### src/sv/pfs_pkg.sv
// Package for the palette frame sequencer: command codes and fixed field widths.
// No dependencies; imported by every module of the block.
`default_nettype none

package pfs_pkg;

  localparam int DATA_W    = 16;  // hold counts and colour words
  localparam int SLOT_W    = 6;   // vector_slot field
  localparam int WORD_W    = 4;   // word_slot and entry_index fields
  localparam int PAL_W     = 2;   // palette number
  localparam int BURST_MAX = 16;  // longest colour burst

  typedef enum logic [1:0] {
    CMD_HOLD    = 2'd0,
    CMD_COLOR   = 2'd1,
    CMD_TICK    = 2'd2,
    CMD_RESTART = 2'd3
  } cmd_e;

endpackage

`default_nettype wire

### src/sv/pfs_seq.sv
// Sequencer for the palette frame sequencer: takes items, drives the table
// ports, reduces jump targets and steps through the colour burst. Uses pfs_pkg.
`default_nettype none

module pfs_seq import pfs_pkg::*; #(
  parameter int VECTORS = 64,
  parameter int ENTRIES = 16
) (
  input  wire logic                                   clk_i,
  input  wire logic                                   rst_ni,
  input  wire logic                                   start_i,
  output logic                                        busy_o,
  input  wire logic [1:0]                             cmd_i,
  input  wire logic [SLOT_W-1:0]                      vector_slot_i,
  input  wire logic [WORD_W-1:0]                      word_slot_i,
  output logic                                        hold_we_o,
  output logic      [$clog2(VECTORS)-1:0]             hold_waddr_o,
  output logic      [$clog2(VECTORS)-1:0]             hold_raddr_o,
  input  wire logic [DATA_W-1:0]                      hold_rdata_i,
  output logic                                        col_we_o,
  output logic      [$clog2(VECTORS*ENTRIES)-1:0]     col_waddr_o,
  output logic      [$clog2(VECTORS*ENTRIES)-1:0]     col_raddr_o,
  input  wire logic [DATA_W-1:0]                      col_rdata_i,
  output logic                                        out_valid_o,
  output logic      [WORD_W-1:0]                      out_index_o,
  output logic                                        out_last_o
);

  localparam int VW    = $clog2(VECTORS);
  localparam int CW    = $clog2(VECTORS*ENTRIES);
  localparam int BURST = (ENTRIES < BURST_MAX) ? ENTRIES : BURST_MAX;
  // Reciprocal of VECTORS, rounded up; exact for every DATA_W-bit jump target.
  localparam int     RSH   = DATA_W + VW;
  localparam int     RCP_W = DATA_W + 2;
  localparam int     PRD_W = DATA_W + RCP_W;
  localparam longint RECIP = ((longint'(1) << RSH) + longint'(VECTORS) - longint'(1)) /
                             longint'(VECTORS);

  typedef enum logic [2:0] {
    S_IDLE,
    S_FETCH,
    S_MOD,
    S_REFETCH,
    S_BURST
  } state_e;

  state_e             state_q, state_d;
  logic [VW-1:0]      nv_q, nv_d;
  logic [DATA_W-1:0]  fr_q, fr_d;
  logic [VW-1:0]      cur_q, cur_d;
  logic [DATA_W-1:0]  rem_q, rem_d;
  logic [DATA_W-1:0]  quo_q, quo_d;
  logic [WORD_W-1:0]  k_q, k_d;
  logic               out_valid_q, out_valid_d;
  logic [WORD_W-1:0]  out_k_q, out_k_d;

  logic               accept;
  cmd_e               cmd;
  logic [VW-1:0]      slot;
  logic [PRD_W-1:0]   quo_prod;
  logic [DATA_W-1:0]  quo_next;
  logic [DATA_W-1:0]  quo_mul;
  logic [VW-1:0]      tgt;
  logic [DATA_W-1:0]  reload;
  logic [VW-1:0]      cur_inc;

  // Reduce a narrow slot number modulo the table size by conditional subtraction.
  function automatic logic [VW-1:0] slot_mod(input logic [SLOT_W-1:0] s);
    int r;
    r = int'(s);
    for (int i = SLOT_W - 1; i >= 0; i--) begin
      if (r >= (VECTORS << i)) begin
        r = r - (VECTORS << i);
      end
    end
    return VW'(r);
  endfunction

  function automatic logic [CW-1:0] col_addr(input logic [VW-1:0] v,
                                             input logic [WORD_W-1:0] w);
    return CW'(CW'(v) * CW'(ENTRIES) + CW'(w));
  endfunction

  assign accept = start_i && (state_q == S_IDLE);
  assign cmd    = cmd_e'(cmd_i);
  assign slot   = slot_mod(vector_slot_i);

  // Table writes land at the transfer edge itself.
  assign hold_we_o    = accept && (cmd == CMD_HOLD);
  assign hold_waddr_o = slot;
  assign col_we_o     = accept && (cmd == CMD_COLOR) &&
                        (int'(word_slot_i) < ENTRIES);
  assign col_waddr_o  = col_addr(slot, word_slot_i);

  // Jump-target reduction: quotient by reciprocal multiplication, then the remainder.
  assign quo_prod = PRD_W'(col_rdata_i) * PRD_W'(RECIP);
  assign quo_next = DATA_W'(quo_prod >> RSH);
  assign quo_mul  = quo_q * DATA_W'(VECTORS);
  assign tgt      = VW'(rem_q - quo_mul);

  // Counter reload: negative and zero hold counts behave as one frame.
  assign reload  = ($signed(hold_rdata_i) < $signed(DATA_W'(1))) ? '0
                                                                 : hold_rdata_i - DATA_W'(1);
  assign cur_inc = (int'(cur_q) == VECTORS - 1) ? '0 : cur_q + VW'(1);

  always_comb begin
    state_d      = state_q;
    nv_d         = nv_q;
    fr_d         = fr_q;
    cur_d        = cur_q;
    rem_d        = rem_q;
    quo_d        = quo_q;
    k_d          = k_q;
    out_valid_d  = 1'b0;
    out_k_d      = out_k_q;
    hold_raddr_o = nv_q;
    col_raddr_o  = col_addr(nv_q, '0);

    unique case (state_q)
      S_IDLE: begin
        if (accept) begin
          unique case (cmd)
            CMD_RESTART: begin
              nv_d = '0;
              fr_d = '0;
            end
            CMD_TICK: begin
              if (fr_q != '0) begin
                fr_d = fr_q - DATA_W'(1);
              end else begin
                cur_d   = nv_q;
                state_d = S_FETCH;
              end
            end
            default: ;
          endcase
        end
      end

      S_FETCH: begin
        if (hold_rdata_i == '0) begin
          // Jump vector: colour word 0 names the target.
          rem_d   = col_rdata_i;
          quo_d   = quo_next;
          state_d = S_MOD;
        end else begin
          fr_d    = reload;
          nv_d    = cur_inc;
          k_d     = '0;
          state_d = S_BURST;
        end
      end

      S_MOD: begin
        cur_d        = tgt;
        hold_raddr_o = tgt;
        state_d      = S_REFETCH;
      end

      S_REFETCH: begin
        // The target is taken as it stands, even if it is a jump itself.
        fr_d    = reload;
        nv_d    = cur_inc;
        k_d     = '0;
        state_d = S_BURST;
      end

      S_BURST: begin
        col_raddr_o = col_addr(cur_q, k_q);
        out_valid_d = 1'b1;
        out_k_d     = k_q;
        k_d         = k_q + WORD_W'(1);
        if (int'(k_q) == BURST - 1) begin
          state_d = S_IDLE;
        end
      end

      default: state_d = S_IDLE;
    endcase
  end

  always_ff @(posedge clk_i or negedge rst_ni) begin
    if (!rst_ni) begin
      state_q     <= S_IDLE;
      nv_q        <= '0;
      fr_q        <= '0;
      out_valid_q <= 1'b0;
    end else begin
      state_q     <= state_d;
      nv_q        <= nv_d;
      fr_q        <= fr_d;
      out_valid_q <= out_valid_d;
    end
  end

  always_ff @(posedge clk_i) begin
    cur_q   <= cur_d;
    rem_q   <= rem_d;
    quo_q   <= quo_d;
    k_q     <= k_d;
    out_k_q <= out_k_d;
  end

  assign busy_o      = (state_q != S_IDLE);
  assign out_valid_o = out_valid_q;
  assign out_index_o = out_k_q;
  assign out_last_o  = (int'(out_k_q) == BURST - 1);

endmodule

`default_nettype wire

### config.mk
export PLATFORM = sky130hd
export DESIGN_NAME = pfs_seq
export DESIGN_NICKNAME = d
export VERILOG_FILES = /design/src/sv/pfs_pkg.sv /design/src/sv/pfs_seq.sv
export SDC_FILE = /design/constraint.sdc
export NUM_CORES = 1
export LEC_CHECK = 0
export ABC_AREA = 1
export BUFFER_PORTS_ARGS = -buffer_cell sky130_fd_sc_hd__clkbuf_2
export CAP_MARGIN = 20
export CORE_ASPECT_RATIO = 1.4
export CORE_MARGIN = 2
export CORE_UTILIZATION = 53
export CTS_CLUSTER_DIAMETER = 80
export CTS_CLUSTER_SIZE = 25
export DETAILED_ROUTE_END_ITERATION = 10
export PLACE_DENSITY = 0.81
export SETUP_SLACK_MARGIN = 0.1
export SYNTH_ARGS = -nofsm -noshare
export SYNTH_HDL_FRONTEND = slang
export SYNTH_SLANG_ARGS = --single-unit
### constraint.sdc
create_clock -name clk_i -period 2.8 [get_ports clk_i]
set_clock_uncertainty 0.05 [all_clocks]
set_input_delay 0 -clock clk_i [delete_from_list [all_inputs] [get_ports clk_i]]
set_output_delay 0 -clock clk_i [all_outputs]
set_load 0.02 [all_outputs]
# Word level (Yosys, flattened, before mapping)
# Index checks and enable logic that the tools add are counted.
# classes
n_eq_ne	18
n_reduce_logical	17
magnitude_cmp	1
bitwise	0
muxes	26
div	0
shift	0
add_sub_neg	7
mul	0
# ops
cell	count
2-to-1 mux 16 bit	4
2-to-1 mux 6 bit	8
one-hot mux 16 bit (3 select lines)	1
one-hot mux 16 bit (2 select lines)	1
subtractor 16 x 1 -> 16 bit (second input constant)	2
adder 10 x 4 -> 10 bit	2
one-hot mux 6 bit (3 select lines)	1
zero test 16 bit	1
less-than comparator 16 x 2 -> 1 bit (second input constant)	1
nonzero test 16 bit	1
2-to-1 mux 3 bit	5
one-hot mux 3 bit (5 select lines)	1
one-hot mux 4 bit (3 select lines)	1
one-hot mux 6 bit (2 select lines)	1
AND reduction 4 bit	3
2-to-1 mux 10 bit	1
nonzero test 3 bit	3
equality test 4 x 1 -> 1 bit (second input constant)	2
inequality test 2 bit (second input constant)	4
adder 6 x 1 -> 6 bit (second input constant)	1
equality test 3 x 2 -> 1 bit (second input constant)	2
equality test 6 x 1 -> 1 bit (second input constant)	1
subtractor 6 x 1 -> 6 bit (second input constant)	1
AND reduction 5 bit	1
15 further kinds	20
# totals
mem_bits_ro	0
output_inout_bits	41
in_bits	47
latch_bits	0
mem_count	0
word_cells	77
ff_bits	46
mem_bits_rw	0

# Longest topological paths before layout
# Gate-level depths: netlist (run 1).
# logic_depth
ltp_word	5
depth_mapped	11
mapped_depth_nobuf	11

# Worst setup path after synthesis (run 1)
# OpenSTA, ideal clock, no wires.
# synth_timing
kind	reg-to-reg
start	register fr_q[0]
end	register cur_q[0], enable pin
stages_incl_launch_ff	9
arrival_time_ns	1.660
path_slack_ns	0.729
required_ns	2.388
path_buffers	0
setup_ns	0.362
synth_period_minus_slack_ns	2.071
cell_sequence	dfrtp_1 > inv_1 > ha_1 > nand3_1 > nor2_1 > nand2_1 > nor2_1 > nand3_1 > a21boi_1
# synth_between
elab_chain_cells	3
# synth_lines
item	line	source
start, declared	pfs_seq.sv:49	logic [DATA_W-1:0] fr_q, fr_d;
start signal, assigned	pfs_seq.sv:191	fr_q <= fr_d;
nonzero test 16 bit	pfs_seq.sv:128	if (fr_q != '0) begin
inequality test 2 bit (no line)	-	
AND reduction 4 bit (no line)	-	
end signal, assigned	pfs_seq.sv:197	cur_q <= cur_d;
end, declared	pfs_seq.sv:50	logic [VW-1:0] cur_q, cur_d;
# No other way between the ends.
# A chain may end at the register's enable or synchronous reset.

# Worst setup path after layout (run 1)
# layout_timing
start	register fr_q[0]
end	register cur_q[2], enable pin
# The elaborated chain is that of the path after synthesis.

==> metrics.cfg, run 1 <==
[yosys]
avgSynthCellArea_sq_um=7.28
ys_seq_area_share_pct=39.4
netlist_area_sq_um=3180
synth.net_count=487
synth.distinct_cells=32
ys_seq_elements=46
synth_cells=436
synth_warnings=0

[clocking]
cts_resized=0
cts_tree=yes
htreeDepth=2
clk_latency_ps=300
cts_root_buf=clkbuf_8
numCtsBuffers=5
clk_path_buf_depth=2
clkSinkCount=46
post_cts.repair.setup_buffers=0
path_clk_slew_ps=90

[worst_setup_path]
crit_family=simple AND/OR/NAND/NOR gates
crit_buf_inv=1
cpMaxStageDelayCell=a21boi_1
path_class=flip-flop to flip-flop
required_ps=2700
worstPathArrival_ps=2130
critical_path_depth=8
ff2ff_setup_slack_ps=570
reg2reg_from=fr_q[0]$_DFFE_PN0P_
ff2ff_path_depth=8
critPathLaunchType=flip-flop
cp_max_fo=6
path_cells=inv_1, ha_1, nand3_1, nor2_1, nand2_1, nor2_1, nand3_1, a21boi_1
crit_path_max_incr_delay_ps=540
cp-end-kind=flip-flop
reg2reg_to=cur_q[2]$_DFFE_PP_

[global_route]
grt_pass1_vias=2768
antenna_found_initial=0
busiest_layer=met2
grt_use_met1_pct=23.0
grt_util_met3_pct=2.64
grt_use_met2_pct=47.0
grt_max_degree=27
grt_overflow=0
grt_pass1_wl_microns=12000
grt_use_total_pct=22.4

[pwr]
ir_drop_uv=675
swShare_pct=45.9
power_frac_comb_pct=48.7
leakage_uw=0.00189
clkPwrFrac_pct=15.3
p_per_area_nw_per_um2=779
p_switching_uw=1310
internal_power_uw=1540
seq_power_share_pct=36.0

[sta]
finalCritPeriodShare_pct=79.7
max_freq_mhz=448
rsz0062_at_grt=no
setup_violations=0
worst_slack_ps=569
final-max-slew-violation-count=0
hold_viol=0
period_minus_slack_ps=2230
tightest_slew_ps=706
finalSetupTns_ps=0
max_slew_margin_pct=52.9

[cells_and_area]
area_growth_pct=15.3
layout_commonest_cell=nand2_1
insertedDiodeCount=0
final_cell_mix=nand2_1, nor2_1, clkbuf_2
nNetsFinal=546
drive_above_1_share_pct=20.8
final_util_pct=62.9

[flow_run]
cap_violations=0

[place]
io_buffer_count=51
dp_slack_ps=572
dp_hpwl_microns=5460
place.gp.congestion=0.881

[floorplan]
die_h_microns=95.6
dieArea_sq_um=6640
core_sq_um=5820
start_util_pct=54.5
dieWidth_microns=69.4
rows=33
io_pins=88

[routing]
avgViaCountPerCell=5.08
ant_nets=0
wl_per_cell_microns=12.6
drc=0
vias=2875
drt_wl_total_microns=7150
first_pass_iters=4
drt_iter0_drc=170

[min_path]
hp-start=hold_rdata_i[7]
hp-class=primary input to flip-flop
hold_path_end=fr_q[7]$_DFFE_PN0P_
hold_depth=6

[status]
status=finished clean

[sequential cells by signal (all words and copies together) (netlist names)]
signal	count
cur_q	6
out_valid_o	1
k_q	4
state_q	3
fr_q	16
nv_q	6
out_index_o	4
rem_q	6
[synth_stat cells]
cell type	count	share of area [%]
nand2_1	151	18
nor2_1	54	6.4
inv_1	39	4.6
nand3_1	27	4.3
dfrtp_1	26	20
edfxtp_1	20	19
buf_4	17	4.0
o21ai_0	16	2.5
nand2_2	11	2.2
a21oi_1	9	1.4
inv_2	9	1.1
xor2_1	8	2.2
nand3b_1	6	1.4
nor2_4	5	1.8
o22ai_1	5	0.99
ha_1	4	1.6
mux2_2	4	1.4
nor2_2	4	0.79
xnor2_1	3	0.83
a21boi_1	2	0.47
buf_2	2	0.32
nand3_4	2	1.1
o21ai_1	2	0.32
or2_2	2	0.39
a21oi_2	1	0.28
buf_12	1	0.63
nand2_4	1	0.35
nand4_1	1	0.20
nand4_2	1	0.39
nor3_1	1	0.16
nor3_2	1	0.32
nor3b_2	1	0.39
[kinds of logic after synthesis]
group | share of synthesized area (%)
and+or+nand+nor | 37.9
xor gates and xnor gates | 3.03
adders and majority gates | 1.58
DFF | 39.4
buffers and inverters | 10.6
muxes | 1.42
AOI/OAI and AO/OA | 5.99
[worst register-to-register path: stages (launching register included)]
cell      delay [ps]
dfrtp_1          410
inv_1             80
ha_1             190
nand3_1          140
nor2_1           170
nand2_1           90
nor2_1            90
nand3_1          110
a21boi_1         540
[power by group through the flow]
stage	clock [uW]	combinational, uW	sequential, uW
floorplan	0	1060	1030
global placement	0	1320	1030
detailed placement	0	1350	1040
CTS	443	1400	1020
global route	465	1600	1040
finish	437	1390	1030
[how the worst max path moves through the flow]
| stage | startpoint | end |
|---|---|---|
| floorplan | fr_q[0]$_DFFE_PN0P_ | cur_q[0]$_DFFE_PP_ |
| global placement | fr_q[0]$_DFFE_PN0P_ | cur_q[2]$_DFFE_PP_ |
| detailed placement | fr_q[0]$_DFFE_PN0P_ | cur_q[2]$_DFFE_PP_ |
| CTS | fr_q[0]$_DFFE_PN0P_ | cur_q[0]$_DFFE_PP_ |
| global route | fr_q[0]$_DFFE_PN0P_ | cur_q[2]$_DFFE_PP_ |
| finish | fr_q[0]$_DFFE_PN0P_ | cur_q[2]$_DFFE_PP_ |
[cell type report]
cell class	count	area (sq um)
fillers	531	2160
multi-input cells	322	1590
flip-flops and latches	46	1250
repair buffers	72	460
inverters	48	180
well taps	70	87.6
clock buffers	5	68.8
clock inverters	3	27.5
[through the flow]
stage	power, uW	hold slack [ps]	cells	instance area (sq um)
finish	2850	69.6	566	3660
global route	3110	101	566	3660
global placement	2340	-49.9	539	3380
detailed placement	2390	-49.9	539	3380
CTS	2860	64.9	566	3660
floorplan	2090	-346	436	3180
[routing by layer]
metal / share of wire, % / vias up
li1: - / 1483
met5: 0 / -
met4: 1.7 / 0
met3: 3.1 / 10
met1: 37 / 1311
met2: 58 / 71
[timing repair]
action / 4_1_cts / 5_1_grt
hold buffers: 19 / 0
setup endpoints to repair: 0 / 0
endpoints found under the hold margin: 50 / 0
Note: power is estimated with default switching activity, not from simulation.
==> run 2: changes to the inputs <==
Settings changed: CORE_UTILIZATION 53 to 48, PLACE_DENSITY 0.81 to 0.77.
Clock period 2.8 ns to 2.05 ns, I/O delays scaled along.
==> run 2 against run 1 <==
Register-to-register slack got worse by 330 ps; clock power up 26%; final area is 1.6% higher; clock-buffer cell count rose by 1; combinational power up 41%; setup slack got worse by 330 ps; sequential power grew 37%; via count grew 1.8%; critical path depth grew 4; critical path type is now primary input to flip-flop; critical endpoint is now fr_q[0]$_DFFE_PN0P_; largest cell class unchanged; largest power group unchanged.
==> metrics.cfg, run 2 (synthesis gave the netlist of run 1 again) <==
[status]
status=finished clean

[clocking]
cts_tree=yes
htreeDepth=2
clk_path_buf_depth=2
clkSinkCount=46
cts_root_buf=clkbuf_8
path_clk_slew_ps=90
numCtsBuffers=5
post_cts.repair.setup_buffers=0
clk_latency_ps=300

[routing]
vias=2927
drc=0
wl_per_cell_microns=12.4
avgViaCountPerCell=5.11
drt_iter0_drc=193
wl_met3_microns=274
wl_met1_microns=2740
ant_nets=0
drt_wl_total_microns=7130
top_layer=met4
dr_wl_met2_microns=3930
first_pass_iters=4

[cells_and_area]
nNetsFinal=549
final_cell_mix=nand2_1, clkbuf_2, nor2_1
drive_above_1_share_pct=23.2
insertedDiodeCount=0
final_cells=573
area_growth_pct=17.1
regMostFlops=fr_q
largest_reg_flops=16
layout_commonest_cell=nand2_1
fill_cells=576

[sta]
whs_ps=60.1
hold_viol=0
setup_violations=0
finalCritPeriodShare_pct=88.5
finalSetupTns_ps=0
final-max-slew-violation-count=0
max_freq_mhz=551
rsz0062_at_grt=no
max_slew_margin_pct=56.0
period_minus_slack_ps=1810
tightest_slew_ps=659

[pwr]
leakage_uw=0.00190
power_frac_comb_pct=50.0
seq_power_share_pct=35.9
p_switching_uw=1790
finalPower_uw=3930
swShare_pct=45.5
ir_drop_uv=561
internal_power_uw=2140
p_per_area_nw_per_um2=1060
clkPwrFrac_pct=14.1

[worst_setup_path]
required_ps=2240
path_class=primary input to flip-flop
cp_max_fo=16
critPathLaunchType=primary input
worstPathArrival_ps=2000
cp-end-kind=flip-flop

[floorplan]
die_h_microns=100
io_pins=88
start_util_pct=49.0
dieWidth_microns=72.7
rows=35
core_sq_um=6480
dieArea_sq_um=7290

[global_route]
grt_pass1_wl_microns=12300
grt_max_degree=27
grt_overflow=0
grt_use_total_pct=21.1
antenna_found_initial=0
grt_pass1_vias=2807

[place]
place.gp.congestion=0.855
io_buffer_count=51
dpl.cell_count=546
dp_hpwl_microns=5350

[min_path]
hp-class=primary input to flip-flop

[flow_run]
cap_violations=0

[run 2: power groups by stage]
stage               sequential [uW]  clock, uW  combinational, uW
floorplan                      1410          0               1450
global placement               1410          0               1800
detailed placement             1420          0               1850
CTS                            1400        568               1910
global route                   1440        598               2270
finish                         1410        552               1960
[run 2: layout make-up]
type | instances | area (sq um) | area share, %
Tap cell | 74 | 92.6 | 2.49
Inverter | 48 | 180 | 4.84
Multi-Input combinational cell | 322 | 1620 | 43.6
Sequential cell | 46 | 1250 | 33.7
Clock inverter | 2 | 15.0 | 0.404
Clock buffer | 6 | 72.6 | 1.95
Timing Repair Buffer | 75 | 487 | 13.1
[run 2: layer usage]
metal / GRT usage, % / up-vias
li1: - / 1489
met1: 23.1 / 1338
met2: 39.7 / 81
met3: 3.21 / 19
met4: 8.55 / 0
met5: 0 / -
[run 2: worst max-delay path, stage by stage]
cell and delay (ps):
dlygate4sd3_1 530, clkbuf_2 110, inv_1 60, ha_1 180, nand2_1 140, nor2_4 280
nand3_4 150, nand2_4 110, inv_2 50, nand3_4 200, nand2_1 90, nand2_1 80
[run 2: through the flow]
step | utilization [%] | setup slack (ps) | instance area [sq um]
2_1_floorplan | - | 177 | 3180
3_3_place_gp | 52.6 | 174 | 3410
3_5_place_dp | 52.6 | 137 | 3410
4_1_cts | 56.9 | 125 | 3690
5_1_grt | 57.4 | 99.2 | 3720
6_report | 57.4 | 237 | 3720
[run 2: path summary, 6_finish.rpt]
path,startpoint,end,slack [ps],cells past startpoint
min in group asynchronous,rst_ni,nv_q[1]$_DFFE_PN0P_,210,2
min reg2reg,k_q[3]$_SDFFCE_PN0P_,out_index_o[3]$_DFFE_PP_,440,0
min,hold_rdata_i[7],fr_q[7]$_DFFE_PN0P_,60,6
max reg2reg,fr_q[1]$_DFFE_PN0P_,cur_q[2]$_DFFE_PP_,240,9
max in group asynchronous,rst_ni,fr_q[7]$_DFFE_PN0P_,1280,2
max,hold_rdata_i[0],fr_q[0]$_DFFE_PN0P_,240,12
[run 2: what timing repair did]
action | in CTS | in global routing
endpoints found under the hold margin | 50 | 0
setup endpoints to repair | 0 | 22
hold buffers | 19 | 0
resized for setup | 0 | 11
==> run 3: changes to the inputs <==
Settings changed: ABC_AREA 1 to unset, ABC_CLOCK_PERIOD_IN_PS set to 2050, CORE_UTILIZATION 48 to 46, PLACE_DENSITY 0.77 to 0.76.
==> run 3 against run 2 <==
The run now ends with setup timing left; cell count fell by 18%; sequential share of layout area fell by 2.1 points; non-clock buffer count rose by 55; clock-buffer cell count did not move; utilization rose by 11 points; first-iteration DRC count fell by 5.7%; total power rose by 13%; clock power rose by 22%; global-route usage rose by 2.1 points; critical path depth fell by 2.
==> metrics.cfg, run 3 <==
[status]
status=finished with violations
failed_checks=setup timing

[yosys]
ys_seq_elements=46
synth.distinct_cells=48
synthFlopType=dfrtp_1
synth-edff-count=20
post-synth-top-count-cell=nand2_1
synth_cells=287
netlist_top_cells_count=nand2_1, dfrtp_1, o21ai_0
synth_warnings=0
avgSynthCellArea_sq_um=9.52
ys_seq_area_share_pct=45.8
synth_area_leader_cell=dfrtp_1
synth.net_count=338
ys_async_sr_fraction_pct=56.5
yosys-top-cells-area=dfrtp_1, edfxtp_1, nand2_1
netlist_area_sq_um=2730
yosysTopAreaCellShare_pct=23.8

[clocking]
path_clk_slew_ps=90
numCtsBuffers=5
htreeDepth=2
clkSinkCount=46
cts_root_buf=clkbuf_8
cts_tree=yes
clk_path_buf_depth=2
clk_latency_ps=290

[worst_setup_path]
required_ps=2020
worstPathArrival_ps=2210
cp-end-kind=flip-flop
path_class=flip-flop to flip-flop
critPathLaunchType=flip-flop
cp_max_fo=6

[cells_and_area]
insertedDiodeCount=0
final_cells=469
nNetsFinal=449
layout_commonest_cell=buf_4
largest_reg_flops=16
final_cell_mix=buf_4, nand2_1, clkbuf_2
drive_above_1_share_pct=41.1
fill_cells=456
final_util_pct=68.6
multi_input_area_sq_um=1460
area_growth_pct=45.1
regArea_sq_um=1250
regMostFlops=fr_q

[pwr]
seq_power_share_pct=32.3
power_frac_comb_pct=52.5
ir_drop_uv=509
internal_power_uw=2720
p_per_area_nw_per_um2=1120
p_switching_uw=1710
swShare_pct=38.6
clkPwrFrac_pct=15.2
leakage_uw=0.00176

[sta]
worst_slack_ps=-187
setup_violations=23
whs_ps=98.5
finalSetupTns_ps=-3370
rsz0062_at_grt=yes
max_slew_margin_pct=45.7
period_minus_slack_ps=2240
finalCritPeriodShare_pct=109
final-max-slew-violation-count=0
max_freq_mhz=447
hold_viol=0
tightest_slew_ps=807

[global_route]
grt_max_degree=27
antenna_found_initial=0
grt_overflow=0
grt_pass1_vias=2642
grt_use_total_pct=23.3
grt_pass1_wl_microns=12200

[floorplan]
io_pins=88
dieWidth_microns=69.1
rows=33
core_sq_um=5780
die_h_microns=95.2
dieArea_sq_um=6580
start_util_pct=47.3

[min_path]
hp-class=primary input to flip-flop

[routing]
avgViaCountPerCell=5.56
wl_met3_microns=340
wl_per_cell_microns=15.8
top_layer=met4
drt_wl_total_microns=7390
drc=0
vias=2607
ant_nets=0
first_pass_iters=4
wl_met1_microns=2680
dr_wl_met2_microns=4230
drt_iter0_drc=182

[place]
dp_hpwl_microns=5050
dp_slack_ps=-398
place.gp.congestion=0.857
dpl.cell_count=433
io_buffer_count=51

[flow_run]
cap_violations=0

## run 3: final timing paths
check,from,endpoint,slack (ps),cells past startpoint
worst max-delay path,fr_q[0]$_DFFE_PN0P_,cur_q[2]$_DFFE_PP_,-190,10
worst min-delay path,hold_rdata_i[12],fr_q[12]$_DFFE_PN0P_,100,4
worst max register to register,fr_q[0]$_DFFE_PN0P_,cur_q[2]$_DFFE_PP_,-190,10
worst min register to register,fr_q[13]$_DFFE_PN0P_,fr_q[13]$_DFFE_PN0P_,460,1
max in group asynchronous,rst_ni,state_q[0]$_DFFE_PN0P_,1230,2
min in group asynchronous,rst_ni,nv_q[0]$_DFFE_PN0P_,220,2
## run 3: final cells by class
| class | instances | area share, % |
|---|---|---|
| Sequential cell | 46 | 31.6 |
| Timing Repair Buffer | 130 | 25.4 |
| Inverter | 8 | 1.20 |
| Tap cell | 70 | 2.21 |
| Multi-Input combinational cell | 207 | 36.8 |
| Clock buffer | 6 | 1.83 |
| Clock inverter | 2 | 0.947 |
## run 3: worst max-delay path, cell delays in order, from the launching register on
cell and delay, ps:
dfrtp_1 400, inv_2 80, ha_4 120, or3b_4 390, nor3_4 150, nand4_1 180
buf_4 190, inv_2 60, a21oi_4 70, nor3_4 120, buf_6 150
## run 3: metrics by stage
stage | power, uW | area (sq um)
final | 4430 | 3970
after global routing | 4710 | 3970
after CTS | 4290 | 3860
after detailed placement | 3420 | 3390
after global placement | 3360 | 3390
after floorplan | 2570 | 2800
## run 3: logic make-up after synthesis
kind of cell | count (synthesis) | share of synthesized area (%)
xor+xnor | 17 | 5.45
simple gates | 122 | 22.7
buf+inv | 34 | 7.28
compound gates | 58 | 14.5
fa+ha+maj | 4 | 1.83
flops | 46 | 45.8
mux | 6 | 2.47
## run 3: power by group through the flow
| stage | clock, uW | combinational (uW) | sequential [uW] |
|---|---|---|---|
| after detailed placement | 0 | 1990 | 1430 |
| final | 675 | 2320 | 1430 |
| after floorplan | 0 | 1130 | 1430 |
| after CTS | 688 | 2190 | 1420 |
| after global routing | 724 | 2520 | 1460 |
| after global placement | 0 | 1940 | 1410 |
## run 3: what timing repair did
item / 4_1_cts / 5_1_grt
endpoints found under the hold margin: 48 / 0
endpoints found under the setup margin: 43 / 44
gates cloned: 1 / 0
buffers inserted: 7 / 5
gates resized for setup: 26 / 33
hold buffers: 17 / 0
pin swaps: 11 / 6
## run 3: per-layer routing
layer	GRT usage (%)	vias to the layer above
met4	9.80	0
met2	46.0	113
met3	2.75	13
li1	-	1246
met1	24.8	1235
met5	0	-
